### src/bf3_pkg.sv
// Shared constants, types and register codes for the 3x3 box filter.
// No dependencies.
`timescale 1ns / 1ps

package bf3_pkg;

   localparam int MAX_WIDTH      = 1024;
   localparam int MAX_HEIGHT     = 1024;
   localparam int PIXEL_BITS     = 16;

   localparam int COL_BITS       = $clog2(MAX_WIDTH);
   localparam int ROW_BITS       = $clog2(MAX_HEIGHT) + 1;
   localparam int POS_BITS       = 10;
   localparam int CSR_DATA_BITS  = 11;

   localparam int WIDTH_RESET    = 640;
   localparam int HEIGHT_RESET   = 480;

   // column sum of three pixels, full sum of nine
   localparam int COLSUM_BITS    = PIXEL_BITS + 2;
   localparam int SUM_BITS       = PIXEL_BITS + 4;
   localparam int MAG_BITS       = SUM_BITS - 1;

   // floor(x/9) == (x * RECIP) >> RECIP_SHIFT for every x below 2**MAG_BITS
   localparam int    RECIP_SHIFT = MAG_BITS + 3;
   localparam longint RECIP      = (longint'(1) << RECIP_SHIFT) / 9 + 1;
   localparam int    PROD_BITS   = 2 * MAG_BITS;

   localparam int FIFO_DEPTH     = 8;
   localparam int PTR_BITS       = $clog2(FIFO_DEPTH);
   localparam int CNT_BITS       = PTR_BITS + 1;

   typedef enum logic {
      CSR_IMAGE_WIDTH  = 1'b0,
      CSR_IMAGE_HEIGHT = 1'b1
   } csr_index_type;

   typedef enum logic {
      CMD_PIXEL = 1'b0,
      CMD_FLUSH = 1'b1
   } command_type;

   typedef struct packed {
      logic signed [SUM_BITS-1:0] sum;
      logic [POS_BITS-1:0]        row;
      logic [POS_BITS-1:0]        col;
      logic                       last;
   } res_entry_type;

   typedef struct packed {
      logic [1:0]    count;
      res_entry_type first;
      res_entry_type second;
   } res_push_type;

   typedef struct packed {
      logic [CNT_BITS-1:0] count;
      logic                not_empty;
   } fifo_status_type;

endpackage

### src/bf3_res_fifo.sv
// Result queue: takes up to two entries per cycle, gives one per cycle.
// Depends on bf3_pkg.
`timescale 1ns / 1ps

module bf3_res_fifo import bf3_pkg::*; (
   input  logic            clock,
   input  logic            reset,
   input  res_push_type    push,
   input  logic            pop,
   output res_entry_type   head,
   output fifo_status_type status
);

   res_entry_type       mem_ff [FIFO_DEPTH];
   logic [PTR_BITS-1:0] wr_ptr_ff, wr_ptr_in, wr_ptr_nx;
   logic [PTR_BITS-1:0] rd_ptr_ff, rd_ptr_in;
   logic [CNT_BITS-1:0] count_ff, count_in;

   always_comb begin
      wr_ptr_nx = wr_ptr_ff + PTR_BITS'(1);
      wr_ptr_in = wr_ptr_ff + PTR_BITS'(push.count);
      rd_ptr_in = pop ? rd_ptr_ff + PTR_BITS'(1) : rd_ptr_ff;
      count_in  = count_ff + CNT_BITS'(push.count) - CNT_BITS'(pop);
   end

   always_ff @(posedge clock) begin
      if (push.count != 2'd0) begin
         mem_ff[wr_ptr_ff] <= push.first;
      end
      if (push.count == 2'd2) begin
         mem_ff[wr_ptr_nx] <= push.second;
      end
   end

   always_ff @(posedge clock) begin
      if (reset) begin
         wr_ptr_ff <= '0;
         rd_ptr_ff <= '0;
         count_ff  <= '0;
      end else begin
         wr_ptr_ff <= wr_ptr_in;
         rd_ptr_ff <= rd_ptr_in;
         count_ff  <= count_in;
      end
   end

   assign head             = mem_ff[rd_ptr_ff];
   assign status.count     = count_ff;
   assign status.not_empty = (count_ff != '0);

endmodule

### config.mk
export PLATFORM = sky130hd
export DESIGN_NAME = bf3_res_fifo
export DESIGN_NICKNAME = d
export VERILOG_FILES = /design/src/bf3_pkg.sv /design/src/bf3_res_fifo.sv
export SDC_FILE = /design/constraint.sdc
export NUM_CORES = 1
export LEC_CHECK = 0
export ABC_CLOCK_PERIOD_IN_PS = 12400
export BUFFER_PORTS_ARGS = -buffer_cell sky130_fd_sc_hd__buf_2
export CAP_MARGIN = 20
export CORE_MARGIN = 1
export CORE_UTILIZATION = 40
export CTS_BUF_LIST = sky130_fd_sc_hd__clkbuf_16
export DETAILED_ROUTE_END_ITERATION = 6
export PLACE_DENSITY = 0.61
export SYNTH_ARGS = -nofsm -noshare
export SYNTH_HDL_FRONTEND = slang
export SYNTH_SLANG_ARGS = --single-unit
### constraint.sdc
create_clock -name clock -period 12.4 [get_ports clock]
set_input_delay 1.86 -clock clock [delete_from_list [all_inputs] [get_ports clock]]
set_output_delay 1.86 -clock clock [all_outputs]
set_load 0.005 [all_outputs]
==> results of run 1 <==
## through the flow
step	area (um2)	hold WS, ps	worst slack (ps)	utilization (%)	instances
floorplan	16900	485	6810	-	919
global placement	18300	500	7570	43.6	1555
detailed placement	18300	511	7550	43.6	1555
CTS	19400	532	6950	46.3	1619
global route	19400	571	6830	46.4	1620
finish	19400	530	7110	46.4	1622
## kinds of logic after synthesis
kind of cell	synth area share [%]
mux	35.5
flops	59.7
buf+inv	2.08
simple gates	0.990
compound gates	0.465
fa+ha+maj	0.901
xor+xnor	0.399
## final timing paths
check,endpoint,from,depth (start not counted)
min reg2reg,flip-flop,rd_ptr_ff[1],2
min,flip-flop,rd_ptr_ff[1],2
max,head[8],flip-flop,4
max reg2reg,mem_ff[0][20],wr_ptr_ff[1],6
## worst max-delay path: stages, from the launching register on
cell                      delay, ps
sky130_fd_sc_hd__dfxtp_4        990
sky130_fd_sc_hd__buf_4          810
sky130_fd_sc_hd__mux4_2         590
sky130_fd_sc_hd__mux2_2         310
sky130_fd_sc_hd__buf_2          140
## layout by cell type (no fill, tap or decap), types with 3 or more instances in the layout
master                      count
sky130_fd_sc_hd__mux2_2       363
sky130_fd_sc_hd__edfxtp_1     328
sky130_fd_sc_hd__buf_2        132
sky130_fd_sc_hd__mux4_2        82
sky130_fd_sc_hd__clkbuf_16     39
sky130_fd_sc_hd__buf_4         22
sky130_fd_sc_hd__inv_1         18
sky130_fd_sc_hd__dfxtp_1       10
sky130_fd_sc_hd__ha_1           9
sky130_fd_sc_hd__clkinv_2       9
sky130_fd_sc_hd__nor2_1         7
sky130_fd_sc_hd__mux2_1         6
sky130_fd_sc_hd__nand2_2        4
sky130_fd_sc_hd__o21ai_4        4
sky130_fd_sc_hd__nor2b_1        4
sky130_fd_sc_hd__clkinv_1       4
sky130_fd_sc_hd__nand2b_1       3
sky130_fd_sc_hd__xnor2_1        3
## power groups by stage
stage	combinational, mW	sequential (mW)	clock (mW)
final	0.464	1.42	1.06
after detailed placement	0.469	1.45	0
after global placement	0.465	1.45	0
after floorplan	0.297	1.43	0
after CTS	0.472	1.43	1.09
after global routing	0.501	1.43	1.12
## registers in the layout, summed over array words and instances, names as in the netlist, named ones only
register / count
mem_ff: 328
rd_ptr_ff: 3
wr_ptr_ff: 3
count_ff: 4
## cell usage after synthesis
library cell / count / share of area (%)
sky130_fd_sc_hd__clkbuf_1: 14 / 0.31
sky130_fd_sc_hd__nor2_1: 9 / 0.20
sky130_fd_sc_hd__mux2_1: 6 / 0.40
sky130_fd_sc_hd__o22ai_1: 2 / 0.074
sky130_fd_sc_hd__nand2b_1: 3 / 0.11
sky130_fd_sc_hd__mux2i_1: 1 / 0.059
sky130_fd_sc_hd__nor2b_1: 4 / 0.15
sky130_fd_sc_hd__nor4b_1: 1 / 0.052
sky130_fd_sc_hd__xnor2_2: 1 / 0.096
sky130_fd_sc_hd__inv_1: 9 / 0.20
sky130_fd_sc_hd__buf_1: 1 / 0.022
sky130_fd_sc_hd__nand4b_1: 1 / 0.052
sky130_fd_sc_hd__o21ai_0: 5 / 0.15
sky130_fd_sc_hd__xor2_1: 1 / 0.052
sky130_fd_sc_hd__ha_1: 9 / 0.66
sky130_fd_sc_hd__buf_4: 1 / 0.044
sky130_fd_sc_hd__nand2_1: 6 / 0.13
sky130_fd_sc_hd__xnor2_1: 3 / 0.16
sky130_fd_sc_hd__and4bb_2: 1 / 0.074
sky130_fd_sc_hd__a21oi_1: 2 / 0.059
sky130_fd_sc_hd__fa_1: 2 / 0.24
sky130_fd_sc_hd__mux4_2: 82 / 11
sky130_fd_sc_hd__buf_6: 8 / 0.53
sky130_fd_sc_hd__o21bai_1: 1 / 0.044
sky130_fd_sc_hd__xor2_2: 1 / 0.096
sky130_fd_sc_hd__dfxtp_1: 13 / 1.5
sky130_fd_sc_hd__mux2_2: 363 / 24
sky130_fd_sc_hd__o31ai_1: 2 / 0.089
sky130_fd_sc_hd__buf_2: 33 / 0.97
sky130_fd_sc_hd__edfxtp_1: 328 / 58
sky130_fd_sc_hd__nor3b_1: 1 / 0.044
sky130_fd_sc_hd__nand3_1: 2 / 0.059
sky130_fd_sc_hd__a31o_2: 1 / 0.052
sky130_fd_sc_hd__nand3_2: 2 / 0.12
## final cells by class
| cell class | count | area share, % |
|---|---|---|
| Clock buffer | 39 | 5.02 |
| Sequential cell | 341 | 52.1 |
| Antenna cell | 2 | 0.0258 |
| Timing Repair Buffer | 155 | 4.39 |
| Clock inverter | 25 | 0.837 |
| Inverter | 9 | 0.174 |
| Multi-Input combinational cell | 512 | 34.0 |
| Tap cell | 539 | 3.47 |
## metal layers
layer / GRT usage [%] / vias to the layer above
met4: 5.59 / 4
met3: 3.40 / 50
met5: 0 / -
li1: - / 4025
met1: 27.6 / 4832
met2: 33.3 / 247
==> flow_results.org, run 1 <==
** Outcome
- The flow ran to the end, and the final reports show no timing, DRC or antenna violations.

** Drt
- DR DRC count :: 0
- The highest metal layer carrying signal wires in the routed design is met5.
- Final Routed Wirelength :: 43.1 mm
- Summed over all nets, wire length on met2 after detailed routing comes to between 20 and 25 mm.
- For this block, the via count after detailed routing is just over 9,000.
- In the final routed layout, each cell accounts on average for around 27 um.
- Amount of wire on met3 after detailed routing :: approximately 2.1 mm
- The detailed router finished its first iteration with slightly above 700 violations.
- Vias per std cell :: 5.65
- Number of iterations in the first detailed-routing pass :: 4
- For this block, wires on met1 add up to around 19 mm.
- DRT antenna net count :: 0

** Floorplanning
- Number of placement rows :: 75
- The core region is ~42,000 um2.
- Horizontal extent of the die :: about 210 um
- Once the floorplan was initialized, standard cells occupied between 40% and 50% of the core.
- The die covers 43,200 um2.
- Die height :: 208 um
- I/O pin count :: around 130

** Placement
- Port buffering added about 130 buffers.
- The congestion estimate from routability-driven global placement came to about 0.71.
- After legalization and detailed placement, the total HPWL measured about 23 mm.

** Final layout
- Nets :: around 1,200
- In the final layout, the multi-input gates occupy about 6600 um2.
- The sequential cells in the finished layout cover a total of between 10,000 and 15,000 um2.
- The filler cells instantiated in the layout total ~3,600.
- The post-route netlist has 62.3% of its cells at a drive strength greater than 1.
- From synthesis to final layout, the design area changed by 14.7%.

** Power
- Peak supply drop :: about 0.000082 V
- Part of the power in registers :: ~48%
- Leak pwr :: 6.52 nW
- Share of power burned in the clock network :: a little over a third
- Combinational logic is responsible for about 16% of the overall power.
- Total power divided by cell area :: roughly 150 nW/um2
- Sw Share :: between 20% and 30%
- Summed over all nets, the switching power comes to roughly 730 uW.
- The design draws 2.95 mW.
- Cell internal power was estimated by the tool at between 2 and 2.5 mW.

** STA
- Setup Skew :: 15.5 ps
- FMAX :: about 0.19 GHz
- Crit share post-route :: 42.6%
- Final-report hold violation count :: 0
- Setup repair after global routing missed its margin :: false
- For the pin with the worst max-slew slack, the measured transition is 987 ps.
- Setup total negative slack on the finished layout was measured at 0 ps.
- The final-report max-slew violation count came to 0.
- Period minus WS final :: between 5000 and 6000 ps
- Relative slew slack :: approximately a third
- Final setup violation count :: 0

** CTS
- Clock-pin slew was measured on the worst setup and hold paths at 60 ps.
- CTS Sinks :: ~340
- Post CTS Setup Buffer Count :: 0
- TritonCTS built the clock tree.
- Resized Gates After CTS :: 0
- The H-tree was split into 2 levels.
- CTS placed an instance of sky130_fd_sc_hd__clkbuf_16 at the clock tree root.
- In this run, CTS created clock tree buffers numbering 39.
- Skew-Pair Late Insertion Delay :: approximately 540 ps
- Clock tree buffer depth :: 3
- The number of hold buffers added after CTS was 0.

** Logic synthesis
- In this run the cell area of the synthesized design comes to 16,900 um2.
- Net count after synthesis :: 1,017
- Sequential element share of the synthesized area :: roughly 60%
- After synthesis the netlist holds a flip-flop and latch count of between 300 and 400.
- In this run, distinct cell masters in the synthesized netlist total 34.
- Counting every instance in the synthesized netlist gives 919.
- Number of warnings printed during yosys synthesis :: 0
- A synthesized cell averages about 18 um2.

** Setup path
- Critical path start-end classification :: reg2out
- The worst setup path is launched from a flip-flop.
- The setup check on the worst reg-to-reg path leaves a slack of roughly 9200 ps.
- STA classifies the critical path endpoint as an output pin.
- WP data arrival :: ~3400 ps
- Data on the critical path is required at its endpoint by 10,540 ps.
- Largest fanout of any net on the critical path :: 43

** Global route
- The via count of the first global-routing pass is a little under 10,000.
- Across every metal layer, demand over resource in global routing totals 20.2%.
- The first global-routing pass estimated 64.5 mm of wire.
- Number of antenna violations at the first check in global routing :: 4
- For this run the aggregate overflow at the end of global routing stands at 0.
- Maximum number of pins on one net before global-route repair :: 55

** Flow run
- The tool flagged a number of max-cap violations equal to 0.

** Worst hold path
- The worst hold path belongs to the class reg2reg.
(Power assumes the default switching activity.)
==> inputs of run 2 (changes only) <==
--- a/config.mk
+++ b/config.mk
@@ -5,7 +5,7 @@
 export SDC_FILE = /design/constraint.sdc
 export NUM_CORES = 1
 export LEC_CHECK = 0
-export ABC_CLOCK_PERIOD_IN_PS = 12400
+export ABC_CLOCK_PERIOD_IN_PS = 5500
 export BUFFER_PORTS_ARGS = -buffer_cell sky130_fd_sc_hd__buf_2
 export CAP_MARGIN = 20
 export CORE_MARGIN = 1
==> constraint.sdc (replaced) <==
create_clock -name clock -period 5.5 [get_ports clock]
set_input_delay 0.825 -clock clock [delete_from_list [all_inputs] [get_ports clock]]
set_output_delay 0.825 -clock clock [all_outputs]
set_load 0.005 [all_outputs]
==> flow_results.org, run 2 (synthesis gave the netlist of run 1 again) <==
** Final layout
- Highest-count cells in the layout ignoring fill and taps :: sky130_fd_sc_hd__mux2_2 (363), sky130_fd_sc_hd__edfxtp_1 (328), sky130_fd_sc_hd__buf_2 (132)
- Register name with the most flops :: mem_ff
- Across the whole layout, storage elements account for 10,100 um2.
- The net count of the finished layout is between 1,000 and 1,500.
- Ratio of cells with drive above 1 in the final layout :: about 62%
- Largest register FFs :: 328
- Number of inserted filler cells in the final layout :: approximately 3,600
- Once layout is complete, the utilization of the core stands at a little under half.
- Most frequent standard cell in the layout excluding fill and tap cells :: sky130_fd_sc_hd__mux2_2
- The area growth from synthesis to layout is 15.2%.
- Largest registers in the final layout :: mem_ff x328, count_ff x4
- In the final layout, the multi-input gates occupy roughly 6600 um2.

** STA
- Setup total negative slack on the finished layout was measured at 0 ps.
- Setup Skew :: approximately 16 ps
- The worst pin sits at a relative slew slack of between 20% and 30%.
- Final-report hold violation count :: 0
- Final setup violation count :: 0
- At the pin with the least slew margin, the transition time is approximately 1100 ps.
- The final-report max-slew violation count is 0.
- Crit share post-route :: 68.1%
- Based on the critical path, the design can be clocked at up to roughly 0.27 GHz.
- Period minus WS final :: 3750 ps
- Setup repair after global routing left no endpoint under its margin.

** Flow run
- Maxcap violations :: 0

** Placement
- HPWL reported at the end of detailed placement :: ~23 mm
- IO buf count :: about 130
- At the end of routability-driven placement, the weighted congestion stood at approximately 0.7.

** Drt
- Routed length on met1 :: 18.5 mm
- DR DRC count :: 0
- In this run the top signal layer used is met5.
- For this run, the detailed router's first-pass iteration total came to 4.
- DRT antenna net count :: 0
- The detailed router finished its first iteration with 608 violations.
- Sum of met2 wire segment lengths after detailed routing :: between 15 and 20 mm
- Final Routed Wirelength :: 40.7 mm
- After detailed routing, the number of vias per cell comes to ~5.6.
- Amount of wire on met3 after detailed routing :: 1.86 mm
- Detailed-route via count :: around 9,000
- In the final routed layout, each cell accounts on average for around 25 um.

** Global route
- The via count of the first global-routing pass was approximately 9,800.
- Global-route usage over all layers :: between 10% and 20%
- The total overflow left after global routing is 0.
- Number of antenna violations at the first check in global routing :: 10
- The first global-routing pass estimated approximately 62 mm of wire.
- Entering global routing, the biggest net connects between 40 and 50 pins.

** Setup path
- In this run the worst setup path terminates at head[15].
- Nature of the critical path endpoint :: output pin
- Cell count of the worst reg-to-reg path :: 5
- Capturing point of the worst reg2reg path :: mem_ff[2][14]
- The worst register-to-register path begins at wr_ptr_ff[1].
- Setup crit start kind :: flip-flop
- WP data arrival :: roughly 2900 ps
- Across all register-to-register paths, the minimum setup slack is about 2200 ps.
- For the worst setup path, the data required time is between 4000 and 5000 ps.
- Along the worst path, the maximum fanout reaches 47.
- Critical path start-end classification :: reg2out

** CTS
- TritonCTS built the clock tree.
- The clock tree synthesis step divided the H-tree into 2 levels.
- CTS saw 341 sinks.
- Clock latency on the worst-skew pair, taken at its later pin, is 540 ps.
- TritonCTS created 38 clock buffers.
- Hold buffer count at cts :: 0
- CTS Root Cell :: sky130_fd_sc_hd__clkbuf_16
- Resized Gates After CTS :: 0
- After clock tree synthesis, the setup repair step added 0 buffers.
- Clock tree buffer depth :: 3
- Clock-pin slew was measured on the worst setup and hold paths at around 50 ps.

** Floorplanning
- Once the floorplan was initialized, standard cells occupied between 40% and 50% of the core.
- After floorplanning, the core was divided into 75 placement rows.
- Die height :: roughly 210 um
- The die covers 43,200 um2.
- The region available for standard cell placement spans 41,900 um2.
- Horizontal extent of the die :: approximately 210 um
- In this run the count of I/O pins placed on the die edge is approximately 130.

** Power
- Across the VDD grid, the largest voltage drop is 0.000199 V.
- The analysis attributes to cell leakage a power of 6.55 nW.
- Total power divided by cell area :: around 350 nW/um2

** Worst hold path
- Worst min-delay path class :: reg2reg

** Outcome
- Result of the run :: completed
-- run 2: changes by cell type in the layout (fill, tap and decap cells not counted) --
cell	previous run	this run
sky130_fd_sc_hd__buf_4	22	20
sky130_fd_sc_hd__buf_16	1	0
sky130_fd_sc_hd__bufinv_16	2	4
sky130_fd_sc_hd__buf_12	0	1
sky130_fd_sc_hd__clkinvlp_4	0	1
sky130_fd_sc_hd__clkinv_1	4	6
sky130_fd_sc_hd__diode_2	2	4
sky130_fd_sc_hd__inv_1	18	16
sky130_fd_sc_hd__inv_6	1	0
sky130_fd_sc_hd__clkinv_2	9	8
sky130_fd_sc_hd__clkbuf_16	39	41
-- run 2: how the worst min path moves through the flow --
stage                       startpoint   endpoint  slack [ps]  depth (start not counted)
after floorplan           rd_ptr_ff[2]  flip-flop         480                          2
after global placement    rd_ptr_ff[2]  flip-flop         510                          2
after detailed placement  rd_ptr_ff[1]  flip-flop         530                          2
after CTS                 rd_ptr_ff[1]  flip-flop         550                          2
after global routing      rd_ptr_ff[1]  flip-flop         590                          2
final                     rd_ptr_ff[1]  flip-flop         550                          2
-- run 2: final cells by class --
class                           instances  share of cell area [%]
Sequential cell                       341                    51.9
Multi-Input combinational cell        512                    33.8
Clock buffer                           41                    5.26
Timing Repair Buffer                  153                    4.26
Tap cell                              539                    3.46
Clock inverter                         26                    1.11
Inverter                                9                   0.173
Antenna cell                            4                  0.0513
-- run 2: worst max-delay path, stage by stage (launching register included) --
cell and delay [ps]:
sky130_fd_sc_hd__dfxtp_4 900, sky130_fd_sc_hd__buf_12 450, sky130_fd_sc_hd__mux4_2 570, sky130_fd_sc_hd__mux2_2 300, sky130_fd_sc_hd__buf_2 140
-- run 2: through the flow --
step                      cells  total power [mW]  hold WS [ps]  setup WS [ps]  area [um2]
final                      1625              6.78           547           1750       19500
after global routing       1624              7.04           590           1510       19500
after CTS                  1621              6.86           546           1630       19500
after detailed placement   1554              4.32           534           1970       18300
after global placement     1554              4.30           511           2060       18300
after floorplan             919              3.90           485            946       16900
-- run 2: layer usage --
| metal | vias to the layer above | global-route usage (%) |
|---|---|---|
| met2 | 175 | 31.7 |
| li1 | 4035 | - |
| met1 | 4763 | 26.3 |
| met3 | 45 | 3.60 |
| met4 | 10 | 4.37 |
| met5 | - | 0 |
-- run 2: where the power goes --
part	internal [mW]	switching [mW]
combinational	0.503	0.536
clock	1.52	1.01
sequential	3.12	0.0760
total	5.15	1.63
==> inputs of run 3 (changes only) <==
--- a/config.mk
+++ b/config.mk
@@ -5,14 +5,15 @@
 export SDC_FILE = /design/constraint.sdc
 export NUM_CORES = 1
 export LEC_CHECK = 0
-export ABC_CLOCK_PERIOD_IN_PS = 5500
+export ABC_AREA = 1
+export ABC_CLOCK_PERIOD_IN_PS = 3200
 export BUFFER_PORTS_ARGS = -buffer_cell sky130_fd_sc_hd__buf_2
 export CAP_MARGIN = 20
 export CORE_MARGIN = 1
 export CORE_UTILIZATION = 40
 export CTS_BUF_LIST = sky130_fd_sc_hd__clkbuf_16
 export DETAILED_ROUTE_END_ITERATION = 6
-export PLACE_DENSITY = 0.61
+export PLACE_DENSITY = 0.63
 export SYNTH_ARGS = -nofsm -noshare
 export SYNTH_HDL_FRONTEND = slang
 export SYNTH_SLANG_ARGS = --single-unit
==> constraint.sdc (replaced) <==
create_clock -name clock -period 3.2 [get_ports clock]
set_input_delay 0.48 -clock clock [delete_from_list [all_inputs] [get_ports clock]]
set_output_delay 0.48 -clock clock [all_outputs]
set_load 0.005 [all_outputs]
==> flow_results.org, run 3 <==
** Final layout
- Most frequent standard cell in the layout excluding fill and tap cells :: sky130_fd_sc_hd__nand2_1
- Final standard cell utilization of the core :: roughly 43%
- Final non-filler cell total :: 3,378
- Highest-count cells in the layout ignoring fill and taps :: sky130_fd_sc_hd__nand2_1 (1,203), sky130_fd_sc_hd__inv_1 (353), sky130_fd_sc_hd__nand4_1 (328), sky130_fd_sc_hd__edfxtp_1 (328), sky130_fd_sc_hd__nand3_1 (168)
- Ratio of cells with drive above 1 in the final layout :: under 10%
- Relative to the synthesized area, the layout overhead comes to 6.20%.
- Register name with the most flops :: mem_ff
- The largest registers in the layout are mem_ff x328, count_ff x4.
- The register with the most flip-flops in the layout has about 330 of them.
- At the end of the flow, the number of nets in the layout was approximately 2,800.

** Logic synthesis
- Of the total synthesized cell area, the portion taken by XOR and XNOR cells is less than 1%.
- The synthesized design contains about 340 register bits.
- For this run, the register share of the synthesized area comes to a little under half.
- EDFF count, synth :: 328
- Of all cell types, the one taking the most synthesized area is sky130_fd_sc_hd__edfxtp_1.
- Of the total synthesized cell area, the portion taken by AND, OR, NAND and NOR gates is between 30% and 40%.
- After technology mapping, the gate count stands at 2,727.
- Summing the areas of all compound-gate instances in the mapped netlist gives 0.304% of the synthesized area.
- Primary FF master, synth :: sky130_fd_sc_hd__edfxtp_1
- Cell area after synthesis :: 21,400 um2
- Sorting the synthesized cells by area gives the leading types as sky130_fd_sc_hd__edfxtp_1 (46%), sky130_fd_sc_hd__nand2_1 (21%), sky130_fd_sc_hd__nand4_1 (9.6%), sky130_fd_sc_hd__inv_1 (6.1%), sky130_fd_sc_hd__nand3_1 (3.9%).
- Most frequent cell after synthesis :: sky130_fd_sc_hd__nand2_1
- Proportion of netlist area held by the largest area contributor :: a little under half
- Netlist cell types :: 24
- The Yosys step of the flow raised 0 warnings.
- Most common library cells after synthesis :: sky130_fd_sc_hd__nand2_1 (1,203), sky130_fd_sc_hd__inv_1 (349), sky130_fd_sc_hd__edfxtp_1 (328), sky130_fd_sc_hd__nand4_1 (328), sky130_fd_sc_hd__nand3_1 (168)
- By area, the combinational part of the netlist is dominated by simple AND/OR/NAND/NOR gates.
- Mux cell area share after synthesis :: 0%
- Net count after synthesis :: ~2,800
- Post-synthesis async set-or-reset flop share :: 0%
- The synthesized netlist devotes 0.714% of its cell area to adder and majority cells.
- In this run the mean area of a mapped cell was 7.84 um2.

** STA
- Pin slew with the least headroom to its limit :: around 1100 ps
- Final Slew Violations :: 0
- The worst path needs ~2800 ps of the cycle, external delays included.
- Crit share post-route :: just under 90%
- Setup slack after layout :: 378 ps
- Sum of negative setup slack :: 0 ps
- Derived from the worst setup path, the maximum achievable clock frequency is 0.354 GHz.
- Relative slew slack :: between 20 and 30%
- Setup violations remaining at the end of the flow were counted as 0.
- Setup Skew :: 24.3 ps
- Setup repair after global routing left no endpoint under its margin.
- The number of failing hold endpoints at the final stage was 0.

** Floorplanning
- Number of placement rows :: 84
- Core Box Area :: 52,700 um2
- From left edge to right edge, the die measures between 200 and 250 um.
- Starting utilization of the core area :: between 40 and 50%
- The floorplan step set the die height to 233 um.
- The die covers 54,400 um2.
- between 100 and 150 I/O pins were placed.

** CTS
- Skew-Pair Late Insertion Delay :: 540 ps
- Post CTS Setup Buffer Count :: 0
- The clock drives approximately 340 sinks.
- Clock-pin slew was measured on the worst setup and hold paths at around 60 ps.
- Hold buffer count at cts :: 0
- The H-tree was split into 2 levels.
- TritonCTS built the clock tree.
- Counting along the longest clock path gives a buffer depth of 3.
- Resized Gates After CTS :: 0
- CTS Root Cell :: sky130_fd_sc_hd__clkbuf_16
- Counting the buffers created by CTS gives 38.

** Placement
- Final GP Congestion :: 0.774
- Dpl cells :: 3,303
- The wire-length estimate of the detail-placed layout is around 35 mm.
- IO buf count :: between 100 and 150
- Timing analysis after detailed placement gives a worst setup slack of approximately 610 ps.

** Drt
- Final Routed Wirelength :: between 60 and 70 mm
- After detailed routing, the average wire length per cell comes to 19.1 um.
- The detailed router finished its first iteration with around 1,700 violations.
- Once detail routing completed, the nets flagged for antenna violations numbered 0.
- After detailed routing, the number of remaining DRC violations is 0.
- Vias per std cell :: 5.39
- Number of iterations in the first detailed-routing pass :: 6
- Detailed-route via count :: about 18,000

** Setup path
- WP data arrival :: 2340 ps
- Largest fanout of any net on the critical path :: 76
- Nature of the critical path endpoint :: output pin
- STA puts the critical path data required time at ~2700 ps.
- STA classifies the critical path startpoint as a flip-flop.
- By startpoint and endpoint, the worst setup path is classified as reg2out.

** Global route
- Global-route congestion overflow total :: 0
- The via count of the first global-routing pass came to 17,300.
- Entering global routing, the biggest net connects about 160 pins.
- Global-route usage over all layers :: about a quarter
- The initial antenna violation count was 9.
- First-pass GRT wire length :: between 90 and 100 mm

** Power
- Leak pwr :: about 11 nW
- In this run the power density over the cells is 575 nW/um2.
- Peak supply drop :: between 0.0003 and 0.0004 V

** Flow run
- Maxcap violations :: 0

** Worst hold path
- The tightest min-delay check is of the in2reg type.

** Outcome
- The run finished with clean final reports.
==> run 3: area by class of cell <==
type / count / area [um2]
fillers: 5104 / 29900
flip-flops and latches: 341 / 10100
multi-input cells: 1748 / 7940
inverters: 352 / 1330
repair buffers: 174 / 1190
clock buffers: 39 / 976
well taps: 688 / 861
clock inverters: 30 / 288
diodes: 6 / 15.0
==> run 3: metal layers <==
metal  routed length [um]  global-route usage (%)  part of all wire [%]  up-vias
met2                31800                    41.5                    49      880
met4                 2040                    8.66                   3.2        8
met5                   50                       0                 0.077        -
met1                25400                    29.5                    39     8512
met3                 5260                    2.88                   8.2      156
li1                     -                       -                     -     8662
==> run 3: cell families after synthesis <==
group / Yosys count
xor gates and xnor gates: 3
adders and majority gates: 11
DFF: 341
and+or+nand+nor: 1721
buffers and inverters: 638
AOI/OAI and AO/OA: 13
==> run 3: metrics by stage <==
step | total power [mW] | area (um2) | hold WS, ps
after floorplan | 7.82 | 21400 | 479
after global placement | 8.52 | 21400 | 498
after detailed placement | 8.61 | 21400 | 530
after CTS | 13.1 | 22700 | 217
after global routing | 13.6 | 22700 | 248
final | 13.1 | 22700 | 228
==> run 3: final timing paths <==
check,startpoint,to,slack [ps],cells after the start
setup / recovery,flip-flop,head[7],380,7
hold / removal,reset,count_ff[0],230,2
setup reg to reg,wr_ptr_ff[0],mem_ff[6][27],700,8
hold reg to reg,rd_ptr_ff[2],flip-flop,530,2
==> run 3: critical path: stages (launching register included) <==
cell                      delay (ps)
sky130_fd_sc_hd__dfxtp_4         720
sky130_fd_sc_hd__buf_12          380
sky130_fd_sc_hd__nand2_1         140
sky130_fd_sc_hd__nand3_1         120
sky130_fd_sc_hd__nand2_1          60
sky130_fd_sc_hd__nand2_1          90
sky130_fd_sc_hd__nand2_1          90
sky130_fd_sc_hd__buf_2           140
==> run 3: power by group <==
group | internal, mW | switching (mW)
registers | 5.38 | 0.135
clock network | 2.69 | 1.84
logic | 0.785 | 2.23
total | 8.86 | 4.20
